$ cat src/assert_macros.svh
// ----------------------------------------------------------------------------
// assert_macros.svh
// Shared concurrent assertion macros; they expect clk and rst_n in scope.
// ----------------------------------------------------------------------------
`ifndef ASSERT_MACROS_SVH
`define ASSERT_MACROS_SVH

// same-cycle implication
`define ASSERT_IMPLIES(lbl, ante, cons, msg) \
  lbl: assert property (@(posedge clk) disable iff (!rst_n) (ante) |-> (cons)) else $error(msg);

// next-cycle implication
`define ASSERT_NEXT(lbl, ante, cons, msg) \
  lbl: assert property (@(posedge clk) disable iff (!rst_n) (ante) |=> (cons)) else $error(msg);

`endif

$ cat src/rdc_pkg.sv
// ----------------------------------------------------------------------------
// rdc_pkg
// Types, constants and the gain offset table of the ranging distance corrector.
// ----------------------------------------------------------------------------
package rdc_pkg;

  localparam int DIST_W = 24;
  localparam int FEI_W  = 24;
  localparam int REM_W  = 32;
  localparam int PH_W   = 35;
  localparam int FREQ_W = 32;
  localparam int CFG_IDX_W = 2;
  localparam int CFG_DATA_W = 32;

  // register indexes
  localparam logic [CFG_IDX_W-1:0] CFG_SF   = 2'd0;
  localparam logic [CFG_IDX_W-1:0] CFG_GAIN = 2'd1;
  localparam logic [CFG_IDX_W-1:0] CFG_FREQ = 2'd2;

  localparam logic [3:0]        SF_RST   = 4'd7;
  localparam logic [3:0]        GAIN_RST = 4'd8;
  localparam logic [FREQ_W-1:0] FREQ_RST = 32'd2400000000;

  // shared divider geometry
  localparam int DIV_N_W   = 67;
  localparam int DIV_D_W   = 45;
  localparam int DIV_CNT_W = 7;

  localparam logic [DIV_CNT_W-1:0] SKEW_STEPS  = 7'd67;
  localparam logic [DIV_CNT_W-1:0] WAVE_STEPS  = 7'd45;
  localparam logic [DIV_CNT_W-1:0] MOD_STEPS   = 7'd31;
  localparam logic [DIV_CNT_W-1:0] PHASE_STEPS = 7'd48;

  // skew numerator is fei * 59041885 * 2^8; the 2^10 prescale of sf-5 is added
  localparam logic [25:0] SKEW_MUL  = 26'd59041885;
  localparam logic [9:0]  DEN_SCALE = 10'd1000;
  localparam logic [3:0]  SF_SHIFT_TOP = 4'd15;
  // speed of light times 2^16, wavelength numerator
  localparam logic [44:0] WAVE_NUM  = 45'd19641466880000;

  localparam logic [10:0] LNA_HIGH_OFS = 11'd1484;
  localparam logic [10:0] LNA_MID_OFS  = 11'd768;

  localparam logic [47:0] PH_NEG_LIM = 48'h4_0000_0000;
  localparam logic [47:0] PH_POS_LIM = 48'h3_FFFF_FFFF;

  typedef enum logic [1:0] {
    OP_SKEW,
    OP_WAVE,
    OP_MOD,
    OP_PHASE
  } div_op_t;

  typedef struct packed {
    logic    load_in;
    logic    div_start;
    logic    div_capture;
    logic    load_out;
    div_op_t op;
  } rdc_cmd_t;

  typedef struct packed {
    logic div_busy;
    logic div_done;
    logic freq_zero;
    logic need_mod;
    logic out_free;
  } rdc_sts_t;

  // distance offset in 1/256 m for a receiver gain index
  function automatic logic [10:0] lna_offset(input logic [3:0] g);
    logic [10:0] ofs;
    case (g)
      4'd0: ofs = 11'd307;
      4'd1: ofs = 11'd256;
      4'd2: ofs = 11'd204;
      4'd3: ofs = 11'd153;
      4'd4: ofs = 11'd102;
      4'd5: ofs = 11'd51;
      4'd6: ofs = 11'd0;
      4'd7, 4'd8, 4'd9: ofs = LNA_MID_OFS;
      default: ofs = LNA_HIGH_OFS;
    endcase
    return ofs;
  endfunction

endpackage

$ cat src/rdc_ifs.sv
// ----------------------------------------------------------------------------
// rdc_ifs
// Valid/ready channel interfaces: input items, results and register writes.
// ----------------------------------------------------------------------------
interface rdc_in_if import rdc_pkg::*; ();
  logic                     valid;
  logic                     ready;
  logic signed [DIST_W-1:0] raw_distance;
  logic signed [FEI_W-1:0]  fei_hz;

  modport source(output valid, raw_distance, fei_hz, input ready);
  modport sink(input valid, raw_distance, fei_hz, output ready);
endinterface

interface rdc_out_if import rdc_pkg::*; ();
  logic                     valid;
  logic                     ready;
  logic signed [DIST_W-1:0] adj_distance;
  logic signed [REM_W-1:0]  remainder_distance;
  logic signed [PH_W-1:0]   phase;

  modport source(output valid, adj_distance, remainder_distance, phase, input ready);
  modport sink(input valid, adj_distance, remainder_distance, phase, output ready);
endinterface

interface rdc_cfg_if import rdc_pkg::*; ();
  logic                  valid;
  logic                  ready;
  logic [CFG_IDX_W-1:0]  index;
  logic [CFG_DATA_W-1:0] data;

  modport source(output valid, index, data, input ready);
  modport sink(input valid, index, data, output ready);
endinterface

$ cat src/rdc_div.sv
// ----------------------------------------------------------------------------
// rdc_div
// Radix-2 restoring divider, one quotient bit per cycle, shared by all ops.
// ----------------------------------------------------------------------------
`include "assert_macros.svh"

module rdc_div import rdc_pkg::*; (
  input  logic                 clk,
  input  logic                 rst_n,
  input  logic                 start,
  input  logic [DIV_N_W-1:0]   dividend,
  input  logic [DIV_D_W-1:0]   divisor,
  input  logic [DIV_CNT_W-1:0] steps,
  output logic                 busy,
  output logic                 done,
  output logic [DIV_N_W-1:0]   quotient,
  output logic [DIV_D_W-1:0]   remainder
);

  logic                 busy_r, busy_nxt;
  logic                 done_r, done_nxt;
  logic [DIV_CNT_W-1:0] cnt_r, cnt_nxt;
  logic [DIV_N_W-1:0]   q_r, q_nxt;
  logic [DIV_D_W-1:0]   rem_r, rem_nxt;
  logic [DIV_D_W-1:0]   dvs_r, dvs_nxt;
  logic [DIV_D_W:0]     partial;
  logic [DIV_D_W:0]     diff;
  logic                 fits;

  // dividend is left aligned; its bits shift out at the top as quotient
  // bits shift in at the bottom
  assign partial = {rem_r, q_r[DIV_N_W-1]};
  assign diff    = partial - {1'b0, dvs_r};
  assign fits    = !diff[DIV_D_W];

  always_comb begin
    busy_nxt = busy_r;
    done_nxt = 1'b0;
    cnt_nxt  = cnt_r;
    q_nxt    = q_r;
    rem_nxt  = rem_r;
    dvs_nxt  = dvs_r;
    if (start) begin
      busy_nxt = 1'b1;
      cnt_nxt  = steps;
      q_nxt    = dividend;
      rem_nxt  = '0;
      dvs_nxt  = divisor;
    end else if (busy_r) begin
      q_nxt   = {q_r[DIV_N_W-2:0], fits};
      rem_nxt = fits ? diff[DIV_D_W-1:0] : partial[DIV_D_W-1:0];
      cnt_nxt = cnt_r - DIV_CNT_W'(1);
      if (cnt_r == DIV_CNT_W'(1)) begin
        busy_nxt = 1'b0;
        done_nxt = 1'b1;
      end
    end
  end

  always_ff @(posedge clk) begin
    if (!rst_n) begin
      busy_r <= 1'b0;
      done_r <= 1'b0;
      cnt_r  <= '0;
    end else begin
      busy_r <= busy_nxt;
      done_r <= done_nxt;
      cnt_r  <= cnt_nxt;
    end
  end

  always_ff @(posedge clk) begin
    q_r   <= q_nxt;
    rem_r <= rem_nxt;
    dvs_r <= dvs_nxt;
  end

  assign busy      = busy_r;
  assign done      = done_r;
  assign quotient  = q_r;
  assign remainder = rem_r;

  `ASSERT_IMPLIES(a_no_restart, start, !busy_r, "divider restarted while busy")

endmodule

$ cat src/rdc_dp.sv
// ----------------------------------------------------------------------------
// rdc_dp
// Datapath: config registers, operand staging, shared divider, output register.
// ----------------------------------------------------------------------------
`include "assert_macros.svh"

module rdc_dp import rdc_pkg::*; (
  input  logic                     clk,
  input  logic                     rst_n,
  input  logic                     cfg_valid,
  input  logic [CFG_IDX_W-1:0]     cfg_index,
  input  logic [CFG_DATA_W-1:0]    cfg_data,
  input  logic signed [DIST_W-1:0] in_raw_distance,
  input  logic signed [FEI_W-1:0]  in_fei_hz,
  output logic                     out_valid,
  input  logic                     out_ready,
  output logic signed [DIST_W-1:0] out_adj_distance,
  output logic signed [REM_W-1:0]  out_remainder_distance,
  output logic signed [PH_W-1:0]   out_phase,
  input  rdc_cmd_t                 cmd,
  output rdc_sts_t                 sts
);

  logic [3:0]        sf_r;
  logic [3:0]        gain_r;
  logic [FREQ_W-1:0] freq_r;
  logic [41:0]       den_r;
  logic [DIST_W-1:0] d_r;
  logic              neg_r;
  logic [FEI_W-1:0]  mf_r;
  logic [48:0]       prod_r;
  logic [24:0]       t_r;
  logic [REM_W-1:0]  rem_r;
  logic [44:0]       w_r;
  logic [PH_W-1:0]   ph_r;
  logic              out_valid_r;
  logic [DIST_W-1:0] out_corr_r;
  logic [REM_W-1:0]  out_rem_r;
  logic [PH_W-1:0]   out_ph_r;

  logic [DIV_N_W-1:0]   div_dvd;
  logic [DIV_D_W-1:0]   div_dvs;
  logic [DIV_CNT_W-1:0] div_steps;
  logic                 div_busy;
  logic                 div_done;
  logic [DIV_N_W-1:0]   div_q;
  logic [DIV_D_W-1:0]   div_rem;

  logic [REM_W-1:0]  rem_m1;
  logic [REM_W-1:0]  rem_mag;
  logic [3:0]        skew_sh;
  logic [57:0]       skew_q;
  logic [24:0]       skew_t;
  logic [47:0]       ph_q;
  logic [PH_W-1:0]   ph_mag;
  logic [PH_W-1:0]   ph_val;
  logic [26:0]       t_sgn;
  logic [26:0]       corr_sum;
  logic [DIST_W-1:0] corr_sat;
  logic              rem_le_w;
  logic              out_accept;

  assign rem_m1  = rem_r - 32'd1;
  assign rem_mag = rem_r[REM_W-1] ? (32'd0 - rem_r) : rem_r;
  assign rem_le_w = ({13'd0, rem_r} <= w_r);

  // operand select for the shared divider
  always_comb begin
    case (cmd.op)
      OP_SKEW: begin
        div_dvd   = {prod_r, 18'd0};
        div_dvs   = {3'd0, den_r};
        div_steps = SKEW_STEPS;
      end
      OP_WAVE: begin
        div_dvd   = {WAVE_NUM, 22'd0};
        div_dvs   = {13'd0, freq_r};
        div_steps = WAVE_STEPS;
      end
      OP_MOD: begin
        div_dvd   = {rem_m1[30:0], 36'd0};
        div_dvs   = w_r;
        div_steps = MOD_STEPS;
      end
      OP_PHASE: begin
        div_dvd   = {rem_mag, 35'd0};
        div_dvs   = w_r;
        div_steps = PHASE_STEPS;
      end
      default: begin
        div_dvd   = '0;
        div_dvs   = '0;
        div_steps = '0;
      end
    endcase
  end

  rdc_div u_div (
    .clk       (clk),
    .rst_n     (rst_n),
    .start     (cmd.div_start),
    .dividend  (div_dvd),
    .divisor   (div_dvs),
    .steps     (div_steps),
    .busy      (div_busy),
    .done      (div_done),
    .quotient  (div_q),
    .remainder (div_rem)
  );

  // skew quotient carries 10 extra fraction bits; drop 15-sf of them
  assign skew_sh = SF_SHIFT_TOP - sf_r;
  assign skew_q  = div_q[57:0] >> skew_sh;
  assign skew_t  = (|skew_q[57:25]) ? '1 : skew_q[24:0];

  assign ph_q = div_q[47:0];
  always_comb begin
    if (rem_r[REM_W-1]) begin
      ph_mag = (ph_q > PH_NEG_LIM) ? PH_NEG_LIM[PH_W-1:0] : ph_q[PH_W-1:0];
      ph_val = '0 - ph_mag;
    end else begin
      ph_mag = (ph_q > PH_POS_LIM) ? PH_POS_LIM[PH_W-1:0] : ph_q[PH_W-1:0];
      ph_val = ph_mag;
    end
  end

  assign t_sgn    = neg_r ? (27'd0 - {2'd0, t_r}) : {2'd0, t_r};
  assign corr_sum = {{3{d_r[DIST_W-1]}}, d_r} + t_sgn - {16'd0, lna_offset(gain_r)};

  always_comb begin
    if (!corr_sum[26] && (|corr_sum[25:23])) begin
      corr_sat = 24'h7F_FFFF;
    end else if (corr_sum[26] && !(&corr_sum[25:23])) begin
      corr_sat = 24'h80_0000;
    end else begin
      corr_sat = corr_sum[23:0];
    end
  end

  assign out_accept = out_valid_r && out_ready;

  always_ff @(posedge clk) begin
    if (!rst_n) begin
      sf_r        <= SF_RST;
      gain_r      <= GAIN_RST;
      freq_r      <= FREQ_RST;
      out_valid_r <= 1'b0;
    end else begin
      if (cfg_valid) begin
        case (cfg_index)
          CFG_SF:   sf_r   <= cfg_data[3:0];
          CFG_GAIN: gain_r <= cfg_data[3:0];
          CFG_FREQ: freq_r <= cfg_data;
          default: ;
        endcase
      end
      if (cmd.load_out) begin
        out_valid_r <= 1'b1;
      end else if (out_accept) begin
        out_valid_r <= 1'b0;
      end
    end
  end

  always_ff @(posedge clk) begin
    den_r  <= {10'd0, freq_r} * {32'd0, DEN_SCALE};
    prod_r <= {25'd0, mf_r} * {23'd0, SKEW_MUL};
    if (cmd.load_in) begin
      d_r   <= in_raw_distance;
      neg_r <= in_fei_hz[FEI_W-1];
      mf_r  <= in_fei_hz[FEI_W-1] ? (24'd0 - in_fei_hz) : in_fei_hz;
      t_r   <= '0;
      rem_r <= {in_raw_distance, 8'd0};
      ph_r  <= '0;
    end
    if (cmd.div_capture) begin
      case (cmd.op)
        OP_SKEW:  t_r   <= skew_t;
        OP_WAVE:  w_r   <= div_q[44:0];
        OP_MOD:   rem_r <= {1'b0, div_rem[30:0]} + 32'd1;
        OP_PHASE: ph_r  <= ph_val;
        default: ;
      endcase
    end
    if (cmd.load_out) begin
      out_corr_r <= corr_sat;
      out_rem_r  <= rem_r;
      out_ph_r   <= ph_r;
    end
  end

  assign sts.div_busy  = div_busy;
  assign sts.div_done  = div_done;
  assign sts.freq_zero = (freq_r == '0);
  assign sts.need_mod  = !rem_r[REM_W-1] && !rem_le_w;
  assign sts.out_free  = !out_valid_r || out_ready;

  assign out_valid              = out_valid_r;
  assign out_adj_distance       = out_corr_r;
  assign out_remainder_distance = out_rem_r;
  assign out_phase              = out_ph_r;

  `ASSERT_IMPLIES(a_rem_reduced, cmd.load_out && !sts.freq_zero && !rem_r[REM_W-1],
                  rem_le_w, "remainder exceeds one wavelength")

endmodule

$ cat src/rdc_ctrl.sv
// ----------------------------------------------------------------------------
// rdc_ctrl
// Sequencer: runs the skew, wavelength, reduction (when needed) and phase divisions in turn.
// ----------------------------------------------------------------------------
`include "assert_macros.svh"

module rdc_ctrl import rdc_pkg::*; (
  input  logic     clk,
  input  logic     rst_n,
  input  logic     in_valid,
  output logic     in_ready,
  input  rdc_sts_t sts,
  output rdc_cmd_t cmd
);

  typedef enum logic [2:0] {
    ST_IDLE,
    ST_PREP,
    ST_DIV_GO,
    ST_DIV_WAIT,
    ST_MOD_CHK,
    ST_FIN
  } state_t;

  state_t  state_r, state_nxt;
  div_op_t op_r, op_nxt;

  always_comb begin
    state_nxt = state_r;
    op_nxt    = op_r;
    cmd       = '0;
    cmd.op    = op_r;
    in_ready  = 1'b0;
    case (state_r)
      ST_IDLE: begin
        in_ready = 1'b1;
        if (in_valid) begin
          cmd.load_in = 1'b1;
          state_nxt   = ST_PREP;
        end
      end
      ST_PREP: begin
        // skew product lands this cycle; zero frequency skips every division
        if (sts.freq_zero) begin
          state_nxt = ST_FIN;
        end else begin
          op_nxt    = OP_SKEW;
          state_nxt = ST_DIV_GO;
        end
      end
      ST_DIV_GO: begin
        cmd.div_start = 1'b1;
        state_nxt     = ST_DIV_WAIT;
      end
      ST_DIV_WAIT: begin
        if (sts.div_done) begin
          cmd.div_capture = 1'b1;
          case (op_r)
            OP_SKEW: begin
              op_nxt    = OP_WAVE;
              state_nxt = ST_DIV_GO;
            end
            OP_WAVE:  state_nxt = ST_MOD_CHK;
            OP_MOD: begin
              op_nxt    = OP_PHASE;
              state_nxt = ST_DIV_GO;
            end
            OP_PHASE: state_nxt = ST_FIN;
            default:  state_nxt = ST_FIN;
          endcase
        end
      end
      ST_MOD_CHK: begin
        op_nxt    = sts.need_mod ? OP_MOD : OP_PHASE;
        state_nxt = ST_DIV_GO;
      end
      ST_FIN: begin
        if (sts.out_free) begin
          cmd.load_out = 1'b1;
          state_nxt    = ST_IDLE;
        end
      end
      default: state_nxt = ST_IDLE;
    endcase
  end

  always_ff @(posedge clk) begin
    if (!rst_n) begin
      state_r <= ST_IDLE;
      op_r    <= OP_SKEW;
    end else begin
      state_r <= state_nxt;
      op_r    <= op_nxt;
    end
  end

  `ASSERT_IMPLIES(a_done_in_wait, sts.div_done, state_r == ST_DIV_WAIT, "divider done outside wait")
  `ASSERT_NEXT(a_go_starts, state_r == ST_DIV_GO, sts.div_busy, "divider did not start")
  `ASSERT_IMPLIES(a_idle_quiet, state_r == ST_IDLE, !sts.div_busy, "divider busy while idle")

endmodule

$ cat src/ranging_distance_correction.sv
// A single radix-2 divider runs the skew, wavelength, reduction and phase divisions
// one after another; reduction runs only if the distance exceeds one wavelength,
// and a zero channel frequency skips every division. A new input item is taken
// only while idle, once the previous result is loaded into the output register.
// Reset: synchronous active low; registers return to sf 7, gain index 8, 2.4 GHz.
// ----------------------------------------------------------------------------
// ranging_distance_correction
// Skew and gain correction of a ranging distance, wavelength remainder, phase.
// ----------------------------------------------------------------------------
module ranging_distance_correction import rdc_pkg::*; (
  input  logic      clk,
  input  logic      rst_n,
  rdc_in_if.sink    in_ch,
  rdc_out_if.source out_ch,
  rdc_cfg_if.sink   cfg_ch
);

  rdc_cmd_t cmd;
  rdc_sts_t sts;
  logic     cfg_ready;

  // register writes are always accepted
  assign cfg_ready    = 1'b1;
  assign cfg_ch.ready = cfg_ready;

  rdc_ctrl u_ctrl (
    .clk      (clk),
    .rst_n    (rst_n),
    .in_valid (in_ch.valid),
    .in_ready (in_ch.ready),
    .sts      (sts),
    .cmd      (cmd)
  );

  rdc_dp u_dp (
    .clk                    (clk),
    .rst_n                  (rst_n),
    .cfg_valid              (cfg_ch.valid && cfg_ready),
    .cfg_index              (cfg_ch.index),
    .cfg_data               (cfg_ch.data),
    .in_raw_distance        (in_ch.raw_distance),
    .in_fei_hz              (in_ch.fei_hz),
    .out_valid              (out_ch.valid),
    .out_ready              (out_ch.ready),
    .out_adj_distance       (out_ch.adj_distance),
    .out_remainder_distance (out_ch.remainder_distance),
    .out_phase              (out_ch.phase),
    .cmd                    (cmd),
    .sts                    (sts)
  );

endmodule

$ cat src/flat_wrapper.sv
// flat-port wrapper written by rule: the top's interface ports become plain ports
module ranging_distance_correction_flat import rdc_pkg::*;
  (clk, rst_n, in_ch_valid, in_ch_raw_distance, in_ch_fei_hz, in_ch_ready, out_ch_valid, out_ch_adj_distance, out_ch_remainder_distance, out_ch_phase, out_ch_ready, cfg_ch_valid, cfg_ch_index, cfg_ch_data, cfg_ch_ready);
  rdc_in_if in_ch_i ();
  rdc_out_if out_ch_i ();
  rdc_cfg_if cfg_ch_i ();
  input  logic clk;
  input  logic rst_n;
  input wire logic [$bits(in_ch_i.valid)-1:0] in_ch_valid;
  input wire logic [$bits(in_ch_i.raw_distance)-1:0] in_ch_raw_distance;
  input wire logic [$bits(in_ch_i.fei_hz)-1:0] in_ch_fei_hz;
  output wire logic [$bits(in_ch_i.ready)-1:0] in_ch_ready;
  output wire logic [$bits(out_ch_i.valid)-1:0] out_ch_valid;
  output wire logic [$bits(out_ch_i.adj_distance)-1:0] out_ch_adj_distance;
  output wire logic [$bits(out_ch_i.remainder_distance)-1:0] out_ch_remainder_distance;
  output wire logic [$bits(out_ch_i.phase)-1:0] out_ch_phase;
  input wire logic [$bits(out_ch_i.ready)-1:0] out_ch_ready;
  input wire logic [$bits(cfg_ch_i.valid)-1:0] cfg_ch_valid;
  input wire logic [$bits(cfg_ch_i.index)-1:0] cfg_ch_index;
  input wire logic [$bits(cfg_ch_i.data)-1:0] cfg_ch_data;
  output wire logic [$bits(cfg_ch_i.ready)-1:0] cfg_ch_ready;
  assign in_ch_i.valid = in_ch_valid;
  assign in_ch_i.raw_distance = in_ch_raw_distance;
  assign in_ch_i.fei_hz = in_ch_fei_hz;
  assign in_ch_ready = in_ch_i.ready;
  assign out_ch_valid = out_ch_i.valid;
  assign out_ch_adj_distance = out_ch_i.adj_distance;
  assign out_ch_remainder_distance = out_ch_i.remainder_distance;
  assign out_ch_phase = out_ch_i.phase;
  assign out_ch_i.ready = out_ch_ready;
  assign cfg_ch_i.valid = cfg_ch_valid;
  assign cfg_ch_i.index = cfg_ch_index;
  assign cfg_ch_i.data = cfg_ch_data;
  assign cfg_ch_ready = cfg_ch_i.ready;
  ranging_distance_correction u_core (.clk(clk), .rst_n(rst_n), .in_ch(in_ch_i), .out_ch(out_ch_i), .cfg_ch(cfg_ch_i));
endmodule
$ cat config.mk
export PLATFORM = sky130hd
export DESIGN_NAME = ranging_distance_correction_flat
export DESIGN_NICKNAME = d
export VERILOG_FILES = /design/src/rdc_pkg.sv /design/src/rdc_ifs.sv /design/src/rdc_div.sv /design/src/rdc_dp.sv /design/src/rdc_ctrl.sv /design/src/ranging_distance_correction.sv /design/src/flat_wrapper.sv
export VERILOG_INCLUDE_DIRS = /design/src /design/src/src
export SDC_FILE = /design/constraint.sdc
export NUM_CORES = 2
export LEC_CHECK = 0
export BUFFER_PORTS_ARGS = -buffer_cell sky130_fd_sc_hd__buf_2
export CAP_MARGIN = 20
export CORE_MARGIN = 2
export CORE_UTILIZATION = 40
export DETAILED_ROUTE_END_ITERATION = 8
export PLACE_DENSITY = 0.64
export REMOVE_ABC_BUFFERS = 1
export SLEW_MARGIN = 10
export SYNTH_ARGS = -nofsm -noshare
export SYNTH_HDL_FRONTEND = slang
export SYNTH_SLANG_ARGS = --single-unit
$ cat constraint.sdc
create_clock -name clk -period 7.11 [get_ports clk]
set_clock_uncertainty 0.15 [all_clocks]
set_input_delay 0.711 -clock clk [delete_from_list [all_inputs] [get_ports clk]]
set_output_delay 0.711 -clock clk [all_outputs]
set_load 0.05 [all_outputs]
; ---- Word-level counts from Yosys, hierarchy flattened
; Memories as Yosys holds them, arrays and structs flattened. A register that Yosys moved wholly into a read port is not among the register bits.
; Cells that the tools add are included.
[totals]
reg_bits = 577
mem_bits_ro = 176
input_bits = 87
output_inout_bits = 94
word_cells = 143
n_memories = 1
[memory_table]
columns = name, depth, word_bits, read_ports, rd_clocked_by_memory_dff, wr, line
row1 = (name not given), 16, 11, 1, 1, 0, rdc_pkg.sv:73  ; case (g)
[op_classes]
n_addsub = 11
n_mul = 2
order_cmp = 3
n_eq_ne = 16
shifts = 1
n_mux = 52
bitwise_logic = 2
reduce_logical = 30
[ops]
columns = operator, count
row1 = one-hot mux 67 bit (4 select lines), 1
row2 = two-way mux 35 bit, 6
row3 = one-hot mux 45 bit (3 select lines), 1
row4 = two-way mux 67 bit, 2
row5 = two-way mux 32 bit, 4
row6 = two-way mux 25 bit, 4
row7 = >> shifter 58 x 4 -> 58 bit, 1
row8 = "multiplier 24 x 26 -> 49 bit, second input constant", 1
row9 = "> comparator 48 x 34 -> 1 bit, second input constant", 1
row10 = "> comparator 48 x 35 -> 1 bit, second input constant", 1
row11 = subtractor 46 x 45 -> 46 bit, 1
row12 = <= comparator 32 x 45 -> 1 bit, 1
row13 = two-way mux 45 bit, 1
row14 = "multiplier 32 x 7 -> 39 bit, second input constant", 1
row15 = "subtractor 1 x 35 -> 35 bit, first input constant", 1
row16 = OR reduction 33 bit, 1
row17 = "adder 31 x 1 -> 32 bit, second input constant", 1
row18 = logical NOT 32 bit, 1
row19 = "subtractor 1 x 32 -> 32 bit, first input constant", 1
row20 = "subtractor 31 x 1 -> 31 bit, second input constant", 1
row21 = one-hot mux 7 bit (4 select lines), 1
row22 = adder 27 bit, 1
row23 = two-way mux 27 bit, 1
row24 = subtractor 27 x 11 -> 27 bit, 1
row25 = 37 further kinds, 81

; ---- Longest topological paths before layout
[logic_depth]
ltp_word = 8
mapped_depth = 24
ltp_nobuf = 24

; ---- By module
; From an unflattened synthesis, not the netlist that was laid out.
[unflattened]
cells_unflattened = 4818
area_unflattened_um2 = 47005.1
[by_module_without_submodules]
columns = mod, n_inst, cells_per_inst, area_per_inst_um2, seq_area_each_um2
row1 = rdc_dp, 1, 3876, 37375.8, 10119.7
row2 = rdc_div, 1, 895, 9242.6, 4444.3
row3 = rdc_ctrl, 1, 45, 375.4, 100.1
row4 = ranging_distance_correction, 1, 2, 11.3, 0.0

; ---- Worst setup path after synthesis
; OpenSTA, ideal clock, no wires.
[synth_timing]
path_kind = register to register
startpoint = reg u_core.u_dp.mf_r[22]
endpoint = reg u_core.u_dp.prod_r[43]
setup_ps = 127
t_arrival_ps = 6442
required_ps = 6833
path_slack_ps = 391
stages_incl_launch_ff = 22
path_buffers = 0
synth_period_minus_slack_ps = 6719
path_cell_list = edfxtp_1 fa_1 inv_1 fa_1 inv_1 fa_1 inv_1 fa_1 inv_1 fa_1 inv_1 fa_1 fa_1 inv_1 ha_1 a211o_1 or4b_2 o22ai_1 o21ai_0 a2111oi_0 nor2_1 xor2_1
[synth_between]
elab_chain_cells = 1
[synth_rtl]
columns = item, line
row1 = start: declaration, rdc_dp.sv:30  ; logic [FEI_W-1:0] mf_r;
row2 = start signal: assignment, rdc_dp.sv:171  ; mf_r <= in_fei_hz[FEI_W-1] ? (24'd0 - in_fei_hz) : in_fei_hz;
row3 = multiplier 24 x 26 -> 49 bit, rdc_dp.sv:167  ; prod_r <= {25'd0, mf_r} * {23'd0, SKEW_MUL};
row4 = end signal: assignment, rdc_dp.sv:167
row5 = end: declaration, rdc_dp.sv:31  ; logic [48:0] prod_r;
; Every way passes these cells.
; A chain may end at the register's enable or synchronous reset.

; ---- Worst setup path after layout
[layout_timing]
startpoint = reg u_core.u_dp.mf_r[21]
endpoint = reg u_core.u_dp.prod_r[43]
; Same word-level chain as after synthesis.

==> impl_metrics.csv <==
group,metric,value,unit
run_status,status,"complete, no violations",
cts,cts_buffer_depth,3,
synthesis,synth.area.top_cells,"edfxtp_1 (19%), fa_1 (14%), ha_1 (13%), dfxtp_1 (12%), inv_1 (5.0%)",
setup_path,cp.arrival,7210,ps
sta,finalCritPeriodShare,96.4,%
placed_design,gp_congestion,0.946,
synthesis,synth.top_cell.area_share,19.0,%
synthesis,synth_area,47000,um^2
synthesis,synthMuxAreaShare,3.08,%
synthesis,synth_top_family_by_area,"adder cells",
synthesis,yosys_most_used_dff,"edfxtp_1",
cts,hold_buffers,0,
global_routing,grt_usage,21.7,%
final_layout,final_cells,6577,
floorplan,die_w,347,um
cts,insertion_delay,650,ps
final_layout,nNetsFinal,5906,
synthesis,async_reset_ff_share,0,%
route,viasPerCell,5.44,
setup_path,setup.worst_path.start_class,"flip-flop",
final_layout,fin_util,44.6,%
setup_path,endpoint,"u_core.u_dp.prod_r[43]$_DFF_P_",
final_layout,seq_area,14700,um^2
setup_path,path_max_fanout,4,
floorplan,die_h,347,um
hold_path,hp-class,"in -> reg",
setup_path,critical_path_class,"reg -> reg",
sta,tightest_slew,1060,ps
setup_path,r2r_end,"u_core.u_dp.prod_r[43]$_DFF_P_",
cts,path_clk_slew,60,ps
sta,fmax,146,MHz
global_routing,antenna_found_initial,1,
placed_design,post-place-cells,6440,
cts,numClockSinks,584,
final_layout,fillers,11200,
setup_path,crit_start,"u_core.u_dp.mf_r[21]$_DFFE_PP_",
global_routing,overflow,0,
final_layout,drive_gt1_share,9.50,%
cts,cts_tree,"yes",
final_layout,syn_to_final_growth,10.6,%
synthesis,synth-seq-cells,584,
global_routing,grt_pass1_vias,35000,
cts,cts_root_buf,"clkbuf_16",
synthesis,synth-warning-count,0,
synthesis,synth_most_common_cell,"inv_1",
floorplan,row_count,125,
sta,hold_viol_final,0,
synthesis,synth-xor-area-share,4.92,%
synthesis,yosysTopAreaCell,"edfxtp_1",
route,drtIter0Drc,2611,
global_routing,grt_max_degree,84,
synthesis,synth_compound_area_share,14.8,%
placed_design,port_buffers,179,
route,wl_per_cell,19.9,um
sta,setup-violations-final,0,
floorplan,core-area,116000,um^2
synthesis,synth_common_cells,"inv_1 (629), ha_1 (495), nand2_1 (387), a21oi_1 (357), fa_1 (331)",
sta,maxSlewHeadroom,29.3,%
route,detailedRoute.firstPassIterationCount,5,
cts,numCtsBuffers,69,
placed_design,dpl.hpwl,103000,um
route,final_antenna_net_count,0,
setup_path,setup.worst_path.end_class,"flip-flop",
synthesis,synthAdderAreaFrac,27.3,%
synthesis,synth-edff-count,297,
setup_path,worstRegToRegCells,21,
sta,finalCriticalPeriod,6860,ps
cts,htreeDepth,3,
route,drcViolationCount,0,
global_routing,grt_pass1_wl,205000,um
sta,final.setup.tns,0,ps
synthesis,syn_inst,4884,
floorplan,initial_utilization,40.4,%
floorplan,fp.dieArea,120000,um^2
synthesis,yosys.area_share.simple,11.8,%
setup_path,reg2reg_slack,250,ps
setup_path,cp.required,7460,ps
synthesis,ys_types,89,
route,routed_wl,131000,um
synthesis,seq_area_frac_synth,31.2,%
setup_path,rr_startpoint,"u_core.u_dp.mf_r[21]$_DFFE_PP_",
route,vias,35800,
floorplan,pin_count,181,
final_layout,multi_input_area,29200,um^2
synthesis,syn_avg_cell_area,9.62,um^2
sta,slew_viol_final,0,
job,drv_cap,0,
## logic make-up after synthesis
kind of cell	Yosys count
adders and majority gates	826
buffers and inverters	851
muxes	118
AOI/OAI and AO/OA	1101
xor gates and xnor gates	264
and+or+nand+nor	1139
DFF	584
other	1
## layer usage
metal / global-route usage (%) / routed length, um / vias up
li1: - / - / 17200
met1: 29.8 / 59500 / 17500
met2: 35.2 / 60400 / 968
met3: 2.53 / 6470 / 175
met4: 7.77 / 4470 / 0
met5: 0 / 0 / -
## cells in the final DEF (no fill, tap or decap), drive strengths merged, types with 31 or more instances in the layout
cell type,instances
o31ai,46
nor2b,49
and3,40
dfxtp,287
buf,256
ha,495
nor3,73
a211oi,34
clkbuf,87
xor2,90
nor4,31
a21o,109
o21ai,254
edfxtp,297
a31oi,38
nand3,104
xnor2,174
a21oi,358
fa,331
mux2i,86
and2,32
nand4,45
nand2b,35
nor2,232
inv,637
nand2,387
## layout make-up
type                            count  share of cell area [%]
Sequential cell                   584                    28.2
Multi-Input combinational cell   3449                    56.2
Inverter                          632                    4.57
Antenna cell                        3                  0.0145
Tap cell                         1524                    3.67
Timing Repair Buffer              257                    2.87
Clock buffer                       86                    3.65
Clock inverter                     42                   0.788
## worst max-delay path: stages (launching register included)
cell and delay [ps]:
edfxtp_1 410, fa_1 600, inv_1 70, fa_1 510, inv_1 60, fa_1 540, inv_1 70, fa_1 490
inv_1 50, fa_1 540, inv_1 60, fa_1 450, fa_1 540, inv_1 50, ha_1 220, a211o_1 320
or4b_2 630, o22ai_2 220, o21ai_2 140, a2111oi_2 360, nor2_1 100, xor2_1 150
## metrics by stage
stage	instance area (um^2)	worst slack (ps)	hold WS, ps
final	51900	253	131
after global routing	51900	-6.21	114
after CTS	51800	63.5	84.4
after detailed placement	49500	58.6	267
after global placement	49500	70.5	266
after floorplan	46100	394	258
## how the worst min path moves through the flow
stage                                            start                                  end  slack, ps  cells past startpoint
after floorplan           u_core.u_dp.ph_r[14]$_DFF_P_  u_core.u_dp.out_phase[14]$_DFFE_PP_        260                      0
after global placement     u_core.u_dp.ph_r[5]$_DFF_P_   u_core.u_dp.out_phase[5]$_DFFE_PP_        270                      0
after detailed placement   u_core.u_dp.ph_r[5]$_DFF_P_   u_core.u_dp.out_phase[5]$_DFFE_PP_        270                      0
after CTS                       in_ch_raw_distance[11]        u_core.u_dp.d_r[11]$_DFFE_PP_         80                      1
after global routing            in_ch_raw_distance[11]        u_core.u_dp.d_r[11]$_DFFE_PP_        110                      1
final                           in_ch_raw_distance[11]        u_core.u_dp.d_r[11]$_DFFE_PP_        130                      1
## state kept, by name (all words and copies together) (netlist names), 25 cells and up, named ones only
name / cells
u_core.u_dp.u_div.dvs_r: 45
u_core.u_dp.out_remainder_distance: 32
u_core.u_dp.w_r: 45
u_core.u_dp.rem_r: 32
u_core.u_dp.out_phase: 35
u_core.u_dp.t_r: 25
u_core.u_dp.den_r: 39
u_core.u_dp.freq_r: 32
u_core.u_dp.u_div.quotient: 67
u_core.u_dp.u_div.remainder: 45
u_core.u_dp.prod_r: 49
u_core.u_dp.ph_r: 35
## what timing repair did
| action | 4_1_cts | 5_1_grt |
|---|---|---|
| gates resized for setup | 0 | 12 |
| setup endpoints to repair | 0 | 8 |
| setup buffers | 0 | 4 |
Power is left out: the tool's default activity adds up to more than one toggle a clock period on the data nets, which glitch-free logic cannot reach.
